[src/hdl/camera_point_project_radtan_unit_defines.svh]
// assertion macros shared by the project
`ifndef CAMERA_POINT_PROJECT_RADTAN_UNIT_DEFINES_SVH
`define CAMERA_POINT_PROJECT_RADTAN_UNIT_DEFINES_SVH
`ifndef NO_ASSERTIONS
`define CPRT_ASSERT_NOW(label, cond) \
  label: assert property (@(posedge clk) disable iff (rst) (cond)) \
    else $error("assertion failed");
`define CPRT_ASSERT_NEXT(label, ante, cons) \
  label: assert property (@(posedge clk) disable iff (rst) (ante) |=> (cons)) \
    else $error("assertion failed");
`else
`define CPRT_ASSERT_NOW(label, cond)
`define CPRT_ASSERT_NEXT(label, ante, cons)
`endif
`endif

[src/hdl/cprt_pkg.sv]
package cprt_pkg;

  localparam int DivBits = 33;
  localparam int CfgIdxW = 3;
  localparam int CfgDataW = 48;

  localparam logic [CfgIdxW-1:0] REG_FOCAL_X = 3'd0;
  localparam logic [CfgIdxW-1:0] REG_FOCAL_Y = 3'd1;
  localparam logic [CfgIdxW-1:0] REG_PRINCIPAL = 3'd2;
  localparam logic [CfgIdxW-1:0] REG_K1 = 3'd3;
  localparam logic [CfgIdxW-1:0] REG_K2 = 3'd4;
  localparam logic [CfgIdxW-1:0] REG_K3 = 3'd5;
  localparam logic [CfgIdxW-1:0] REG_P1 = 3'd6;
  localparam logic [CfgIdxW-1:0] REG_P2 = 3'd7;

  typedef struct packed {
    logic [30:0]        rem;
    logic [DivBits-1:0] d;
    logic [DivBits-1:0] q;
    logic               neg;
    logic               ovf;
  } div_lane_t;

  typedef struct packed {
    logic      valid;
    logic      front;
    logic [30:0] z;
    div_lane_t lx;
    div_lane_t ly;
  } div_item_t;

  typedef struct packed {
    logic [23:0]        fx;
    logic [23:0]        fy;
    logic [23:0]        cx;
    logic [23:0]        cy;
    logic signed [31:0] k1;
    logic signed [31:0] k2;
    logic signed [31:0] k3;
    logic signed [31:0] p1;
    logic signed [31:0] p2;
  } cfg_t;

  typedef struct packed {
    logic               front;
    logic signed [31:0] x;
    logic signed [31:0] y;
    logic signed [31:0] x2;
    logic signed [31:0] y2;
    logic signed [31:0] xy;
    logic signed [31:0] r2;
    logic signed [31:0] r4;
    logic signed [31:0] r6;
    logic signed [31:0] xy2;
    logic signed [31:0] tx;
    logic signed [31:0] ty;
    logic signed [31:0] m1;
    logic signed [31:0] m2;
    logic signed [31:0] m3;
    logic signed [31:0] ax;
    logic signed [31:0] bx;
    logic signed [31:0] ay;
    logic signed [31:0] by;
    logic signed [31:0] radial;
    logic signed [31:0] mx;
    logic signed [31:0] my;
    logic signed [31:0] xd;
    logic signed [31:0] yd;
  } math_t;

  function automatic logic signed [31:0] sat32(input logic signed [63:0] v);
    if (v > 64'sd2147483647) begin
      return 32'sh7fffffff;
    end else if (v < -64'sd2147483648) begin
      return 32'sh80000000;
    end
    return v[31:0];
  endfunction

  function automatic logic signed [31:0] mulq24(input logic signed [31:0] a,
                                                input logic signed [31:0] b);
    logic signed [63:0] p;
    p = 64'(a) * 64'(b) + 64'sd8388608;
    return sat32(p >>> 24);
  endfunction

  function automatic logic signed [31:0] mulq28(input logic signed [31:0] a,
                                                input logic signed [31:0] b);
    logic signed [63:0] p;
    p = 64'(a) * 64'(b) + 64'sd134217728;
    return sat32(p >>> 28);
  endfunction

endpackage

[src/hdl/cprt_div_cell.sv]
module cprt_div_cell
  import cprt_pkg::*;
(
  input  logic      clk,
  input  logic      rst,
  input  logic      adv,
  input  div_item_t din,
  output div_item_t dout
);

  function automatic div_lane_t step(input div_lane_t l, input logic [30:0] z);
    div_lane_t  o;
    logic [31:0] r;
    logic       ge;
    r = {l.rem, l.d[DivBits-1]};
    ge = r >= {1'b0, z};
    o = l;
    o.rem = ge ? 31'(r - {1'b0, z}) : r[30:0];
    o.d = {l.d[DivBits-2:0], 1'b0};
    o.q = {l.q[DivBits-2:0], ge};
    return o;
  endfunction

  always_ff @(posedge clk) begin
    if (rst) begin
      dout.valid <= 1'b0;
    end else if (adv) begin
      dout.valid <= din.valid;
    end
    if (adv) begin
      dout.front <= din.front;
      dout.z <= din.z;
      dout.lx <= step(din.lx, din.z);
      dout.ly <= step(din.ly, din.z);
    end
  end

endmodule

[config.mk]
export PLATFORM = sky130hd
export DESIGN_NAME = cprt_div_cell
export DESIGN_NICKNAME = d
export VERILOG_FILES = /design/src/hdl/camera_point_project_radtan_unit_defines.svh /design/src/hdl/cprt_pkg.sv /design/src/hdl/cprt_div_cell.sv
export SDC_FILE = /design/constraint.sdc
export NUM_CORES = 1
export LEC_CHECK = 0
export BUFFER_PORTS_ARGS = -buffer_cell sky130_fd_sc_hd__buf_2
export CAP_MARGIN = 20
export CORE_AREA = 2 2 183 185
export DETAILED_ROUTE_END_ITERATION = 6
export DIE_AREA = 0 0 185 187
export PLACE_DENSITY_LB_ADDON = 0.08
export SYNTH_ARGS = -nofsm -noshare
export SYNTH_HDL_FRONTEND = slang
export SYNTH_SLANG_ARGS = --single-unit
[constraint.sdc]
create_clock -name clk -period 7.46 [get_ports clk]
set_clock_uncertainty 0.2 [all_clocks]
set_input_delay 1.865 -clock clk [delete_from_list [all_inputs] [get_ports clk]]
set_output_delay 1.865 -clock clk [all_outputs]
set_load 0.01 [all_outputs]
; ---- Word level (Yosys, flattened, before mapping)
; Cells that the tools add are included.
[word_totals]
wordCells = 19
reg_bits = 229
inputBits = 234
out_inout_bits = 231
[classes]
n_lt_le_gt_ge = 2
muxes = 2
addsub = 2
[op_table]
columns = operator, n
row1 = greater-or-equal comparator 32 x 31 -> 1 bit, 2
row2 = two-way mux 31 bit, 2
row3 = subtractor 31 bit, 2

; ---- Longest topological paths before layout
[logic_depth]
ltp_word = 2
ltp_mapped = 13
depth_no_buf = 12

; ---- Worst setup path before layout
; OpenSTA, ideal clock, no wires.
[synth_path]
kind = input port to flip-flop
from = input port din[67] (netlist bit)
to = register dout[98] (netlist bit) (data pin)
setup_time_ps = 260
path_buffers = 0
path_slack_ps = 3033
path_stages = 12
t_arrival_ps = 3967
required_ps = 7000
cell_sequence = inv_1 > ha_1 > fa_1 > nor2b_1 > o21ai_1 > a21oi_1 > o31ai_2 > a211oi_1 > o32ai_2 > o31ai_1 > xor2_1 > mux2_2
[synth_via]
elab_chain_len = 2
elab_cells_between_ends = 3
classes_between = 1 x add/sub / 1 x order compare / 1 x mux
[synth_lines]
columns = item, line
row1 = from (decl), cprt_div_cell.sv:7  ; input div_item_t din,
row2 = subtractor 31 bit or greater-or-equal comparator 32 x 31 -> 1 bit (tied branches), "cprt_div_cell.sv:18, cprt_div_cell.sv:16"
row3 = two-way mux 31 bit (*), cprt_div_cell.sv:18  ; o.rem = ge ? 31'(r - {1'b0, z}) : r[30:0];
row4 = to (decl), cprt_div_cell.sv:8  ; output div_item_t dout
; Every way passes the cells marked *; elsewhere a longest branch is shown, timed or not.
; A chain may end at the register's enable or synchronous reset.

; ---- Final worst setup path
[layout_path]
from = input port din[67] (netlist bit)
to = register dout[76] (netlist bit) (data pin)
; Same word-level chain as after synthesis.

==> report_table.html <==
<table>
<tr><th>Metric</th><th>Value</th></tr>
<tr><th colspan="2">Floorplan</th></tr>
<tr><td>Core ar.</td><td>32,860 sq um</td></tr>
<tr><td>Starting density of the core</td><td>33.52%</td></tr>
<tr><td>Cell Rows</td><td>67</td></tr>
<tr><td>Die Outline Area</td><td>34,600 sq um</td></tr>
<tr><td>Die span in x</td><td>185 um</td></tr>
<tr><td>Die Span Y</td><td>187 um</td></tr>
<tr><td>Ports placed on the boundary</td><td>465</td></tr>
<tr><th colspan="2">GRT</th></tr>
<tr><td>Met2 usage in global routing</td><td>34.51%</td></tr>
<tr><td>Global Route met3 Usage</td><td>5.043%</td></tr>
<tr><td>Initial antenna violation count</td><td>14</td></tr>
<tr><td>GRT Residual Overflow</td><td>0</td></tr>
<tr><td>Maximum number of pins on one net before global-route repair</td><td>153</td></tr>
<tr><td>GRT Util Overall</td><td>19.33%</td></tr>
<tr><td>Global-route wire length before repair</td><td>50,230 um</td></tr>
<tr><td>Gr busiest metal</td><td>met2</td></tr>
<tr><td>Vias in the first global route</td><td>8,335</td></tr>
<tr><td>Fraction of met1 tracks used by global routing</td><td>22.44%</td></tr>
<tr><th colspan="2">Worst setup path</th></tr>
<tr><td>Worst setup path class</td><td>in -&gt; reg</td></tr>
<tr><td>Startpoint of the lowest-slack register-to-register path</td><td>dout[230]</td></tr>
<tr><td>Largest fanout on the critical path</td><td>44</td></tr>
<tr><td>CP cell instances</td><td>buf_2 -&gt; inv_1 -&gt; ha_1 -&gt; fa_1 -&gt; nor2b_1 -&gt; o21ai_1 -&gt; a21oi_1 -&gt; o31ai_2 -&gt; a21oi_2 -&gt; o21ai_1 -&gt; nand2_2 -&gt; buf_4 -&gt; mux2_2</td></tr>
<tr><td>Slack of the worst reg-to-reg path</td><td>6.67 ns</td></tr>
<tr><td>Required time of the critical path</td><td>7.53 ns</td></tr>
<tr><td>Sort of element at the end of the critical path</td><td>flip-flop</td></tr>
<tr><td>Critical Path Slowest Stage Cell</td><td>sky130_fd_sc_hd__nand2_2</td></tr>
<tr><td>Crit-path most repeated cell</td><td>sky130_fd_sc_hd__o21ai_1</td></tr>
<tr><td>Path depth of the worst reg2reg path</td><td>2</td></tr>
<tr><td>Highest cell delay on the worst timing path</td><td>0.70 ns</td></tr>
<tr><td>Critical path data arrival time</td><td>5.06 ns</td></tr>
<tr><td>Critical path startpoint category</td><td>input port</td></tr>
<tr><td>Worst reg2reg endpoint</td><td>dout[230]</td></tr>
<tr><th colspan="2">Cells and area</th></tr>
<tr><td>Area added between synthesis and finish</td><td>32.85%</td></tr>
<tr><td>Largest reg by FF count</td><td>dout</td></tr>
<tr><td>NumNets Final</td><td>1,633</td></tr>
<tr><td>Largest registers</td><td>dout: 229 flops</td></tr>
<tr><td>Most used cells in the layout excluding fill and tap cells</td><td>sky130_fd_sc_hd__buf_2, sky130_fd_sc_hd__edfxtp_1, sky130_fd_sc_hd__a21oi_1</td></tr>
<tr><td>Share of final-layout standard cells stronger than drive strength 1</td><td>39.60%</td></tr>
<tr><td>Most common library cell in the layout ignoring fill and taps</td><td>sky130_fd_sc_hd__buf_2</td></tr>
<tr><td>Flip-flop count of the largest register after layout</td><td>229</td></tr>
<tr><td>Fill cells</td><td>3,189</td></tr>
<tr><th colspan="2">Yosys</th></tr>
<tr><td>Unique masters post-synth</td><td>69</td></tr>
<tr><td>Summed instance area of the synthesized netlist</td><td>11,020 sq um</td></tr>
<tr><td>Most area-consuming cells after synthesis</td><td>sky130_fd_sc_hd__edfxtp_1, sky130_fd_sc_hd__ha_1, sky130_fd_sc_hd__a21oi_1, sky130_fd_sc_hd__o21ai_0, sky130_fd_sc_hd__nand2_1</td></tr>
<tr><td>Register area share after synthesis</td><td>62.34%</td></tr>
<tr><td>Number of enable flip-flop cells after synthesis</td><td>228</td></tr>
<tr><td>Synthesized flop and latch total</td><td>229</td></tr>
<tr><td>Post-synth top flop</td><td>sky130_fd_sc_hd__edfxtp_1</td></tr>
<tr><td>Share of the synthesized area in the top cell type</td><td>62.15%</td></tr>
<tr><td>Async S/R FF share, synth</td><td>0%</td></tr>
<tr><td>Total number of yosys warnings</td><td>0</td></tr>
<tr><td>Post-Synthesis Cells</td><td>869</td></tr>
<tr><td>Mean post-synth cell area</td><td>12.68 sq um</td></tr>
<tr><td>Area leader, netlist</td><td>sky130_fd_sc_hd__edfxtp_1</td></tr>
<tr><th colspan="2">Timing</th></tr>
<tr><td>Final max-slew violation count</td><td>0</td></tr>
<tr><td>Max Clk Rate</td><td>0.2005 GHz</td></tr>
<tr><td>Worst Max-Slew Pin Slew</td><td>0.9621 ns</td></tr>
<tr><td>Final hold viol count</td><td>0</td></tr>
<tr><td>Setup violators final</td><td>0</td></tr>
<tr><td>RSZ-0062 raised after global routing</td><td>false</td></tr>
<tr><td>Post-route setup TNS</td><td>0 ns</td></tr>
<tr><td>Final cycle utilization of the critical path</td><td>66.86%</td></tr>
<tr><td>Remaining max-slew budget at the tightest pin</td><td>35.86%</td></tr>
<tr><td>Final Critical Period</td><td>4.988 ns</td></tr>
<tr><th colspan="2">Power</th></tr>
<tr><td>Static leakage</td><td>6.369 nW</td></tr>
<tr><td>Maximum VDD drop</td><td>0.2158 mV</td></tr>
<tr><td>Sum of internal, switching and leakage power</td><td>3.559 mW</td></tr>
<tr><td>PwrDens</td><td>243.2 nW/um^2</td></tr>
<tr><th colspan="2">Clock tree</th></tr>
<tr><td>Level count of the clock H-tree</td><td>1</td></tr>
<tr><td>Clk_lat worst skew</td><td>0.53 ns</td></tr>
<tr><td>Num CTS Buffers</td><td>26</td></tr>
<tr><td>TritonCTS clock tree</td><td>yes</td></tr>
<tr><td>Hold-fix buffer count after cts</td><td>0</td></tr>
<tr><td>Clock-pin transition on the worst setup and hold timing paths</td><td>0.06 ns</td></tr>
<tr><td>Number of buffers inserted to repair setup after CTS</td><td>0</td></tr>
<tr><td>Clock tree buffer depth</td><td>3</td></tr>
<tr><td>Number of resized instances in the post-cts repair step</td><td>0</td></tr>
<tr><td>Clk sink count</td><td>229</td></tr>
<tr><td>Cell at the root of the clock tree</td><td>sky130_fd_sc_hd__clkbuf_16</td></tr>
<tr><th colspan="2">Min path</th></tr>
<tr><td>Hold WC Path Type</td><td>reg -&gt; reg</td></tr>
<tr><td>HP Start</td><td>dout[230]</td></tr>
<tr><td>Hold worst-path end</td><td>dout[230]</td></tr>
<tr><td>Worst Hold Path Cells</td><td>2</td></tr>
<tr><th colspan="2">Placed design</th></tr>
<tr><td>GPL Wtd Cong</td><td>0.8458</td></tr>
<tr><td>Half-perimeter wire length after placement</td><td>27,670 um</td></tr>
<tr><td># port buffers</td><td>460</td></tr>
<tr><th colspan="2">Route</th></tr>
<tr><td>Wirelength, routed</td><td>34,800 um</td></tr>
<tr><td>Drt initial violations</td><td>407</td></tr>
<tr><td>Remaining design rule violation count</td><td>0</td></tr>
<tr><td>Drt first pass iters</td><td>4</td></tr>
<tr><td>Antenna-violating nets left</td><td>0</td></tr>
<tr><td>Via count</td><td>8,500</td></tr>
<tr><td>Vias/cell</td><td>4.714</td></tr>
<tr><td>Average routed wire per standard cell</td><td>19.30 um</td></tr>
<tr><th colspan="2">Outcome</th></tr>
<tr><td>Status</td><td>complete, no violations</td></tr>
<tr><th colspan="2">Job</th></tr>
<tr><td>Max-capacitance violation count</td><td>0</td></tr>
</table>
## report_power, final
group	internal, mW	switching, mW
combinational	0.287	0.411
clock	0.738	0.522
sequential	1.57	0.0284
## worst max path at each step
stage	slack, ns	cells after the start	from	to
2_1_floorplan	3.03	12	din[67]	dout[98]
3_3_place_gp	1.88	13	din[67]	dout[76]
3_5_place_dp	1.89	13	din[67]	dout[76]
4_1_cts	2.45	13	din[67]	dout[76]
5_1_grt	2.24	13	din[67]	dout[76]
6_report	2.47	13	din[67]	dout[76]
## layer usage
layer | wire length [um] | share of wire (%)
met4 | 989 | 2.8
met5 | 126 | 0.36
met3 | 2596 | 7.5
met2 | 17510 | 50
met1 | 13580 | 39
## critical path: cells and delay by family
| kind | cells | cell delay [ns] |
|---|---|---|
| AOI/OAI and AO/OA | 5 | 0.93 |
| muxes | 1 | 0.34 |
| adders and majority gates | 2 | 0.63 |
| buffers and inverters | 3 | 0.44 |
| and+or+nand+nor | 2 | 0.83 |
## cell families (layout without fill, tap and decap cells)
logic type / Yosys count / count (layout) / share of synthesized area, %
other: 1 / 6 / 0.03404
buffers and inverters: 79 / 560 / 3.033
and+or+nand+nor: 204 / 204 / 8.735
xor gates and xnor gates: 50 / 50 / 3.975
adders and majority gates: 64 / 64 / 7.406
AOI/OAI and AO/OA: 227 / 227 / 12.78
muxes: 15 / 15 / 1.704
DFF: 229 / 229 / 62.34
## area by class of cell
class	count	area, sq um	share of cell area (%)
antenna	4	10.01	0.06840
timing repair buffer	463	2347	16.04
inverter	53	198.9	1.359
sequential	229	6867	46.92
tap	448	560.5	3.830
multi-input combinational	562	3819	26.09
clock buffer	32	704.4	4.814
clock inverter	12	127.6	0.8721
## stage by stage
| step | hold WS [ns] | util [%] | cells | setup WS [ns] | cell area [sq um] |
|---|---|---|---|---|---|
| 5_1_grt | 0.3418 | 44.52 | 1801 | 2.245 | 14630 |
| 4_1_cts | 0.3207 | 44.50 | 1799 | 2.455 | 14620 |
| 2_1_floorplan | 0.3279 | - | 870 | 3.033 | 11020 |
| 3_5_place_dp | 0.3056 | 41.97 | 1755 | 1.894 | 13790 |
| 6_report | 0.3119 | 44.53 | 1803 | 2.472 | 14630 |
| 3_3_place_gp | 0.2801 | 41.97 | 1755 | 1.881 | 13790 |
## cell usage after synthesis, types with 4 or more instances
cell                       number
sky130_fd_sc_hd__and3_1         6
sky130_fd_sc_hd__mux2_2         4
sky130_fd_sc_hd__o21a_1         6
sky130_fd_sc_hd__clkbuf_1      17
sky130_fd_sc_hd__edfxtp_1     228
sky130_fd_sc_hd__nand4_1       16
sky130_fd_sc_hd__o31ai_1        4
sky130_fd_sc_hd__inv_1         52
sky130_fd_sc_hd__o21ai_1        7
sky130_fd_sc_hd__a21oi_1       74
sky130_fd_sc_hd__a31oi_1        7
sky130_fd_sc_hd__nor2_1        59
sky130_fd_sc_hd__and2_1         5
sky130_fd_sc_hd__nand3_1       13
sky130_fd_sc_hd__a21oi_2        5
sky130_fd_sc_hd__xor2_1        22
sky130_fd_sc_hd__o21bai_1       6
sky130_fd_sc_hd__nand2_1       67
sky130_fd_sc_hd__mux2_4         6
sky130_fd_sc_hd__nor2b_1        5
sky130_fd_sc_hd__ha_1          62
sky130_fd_sc_hd__xnor2_1       28
sky130_fd_sc_hd__a211oi_1       4
sky130_fd_sc_hd__nand2b_1       9
sky130_fd_sc_hd__o21ai_0       65
sky130_fd_sc_hd__nor3_1         7
sky130_fd_sc_hd__a21o_1        20
(Power assumes the default switching activity.)
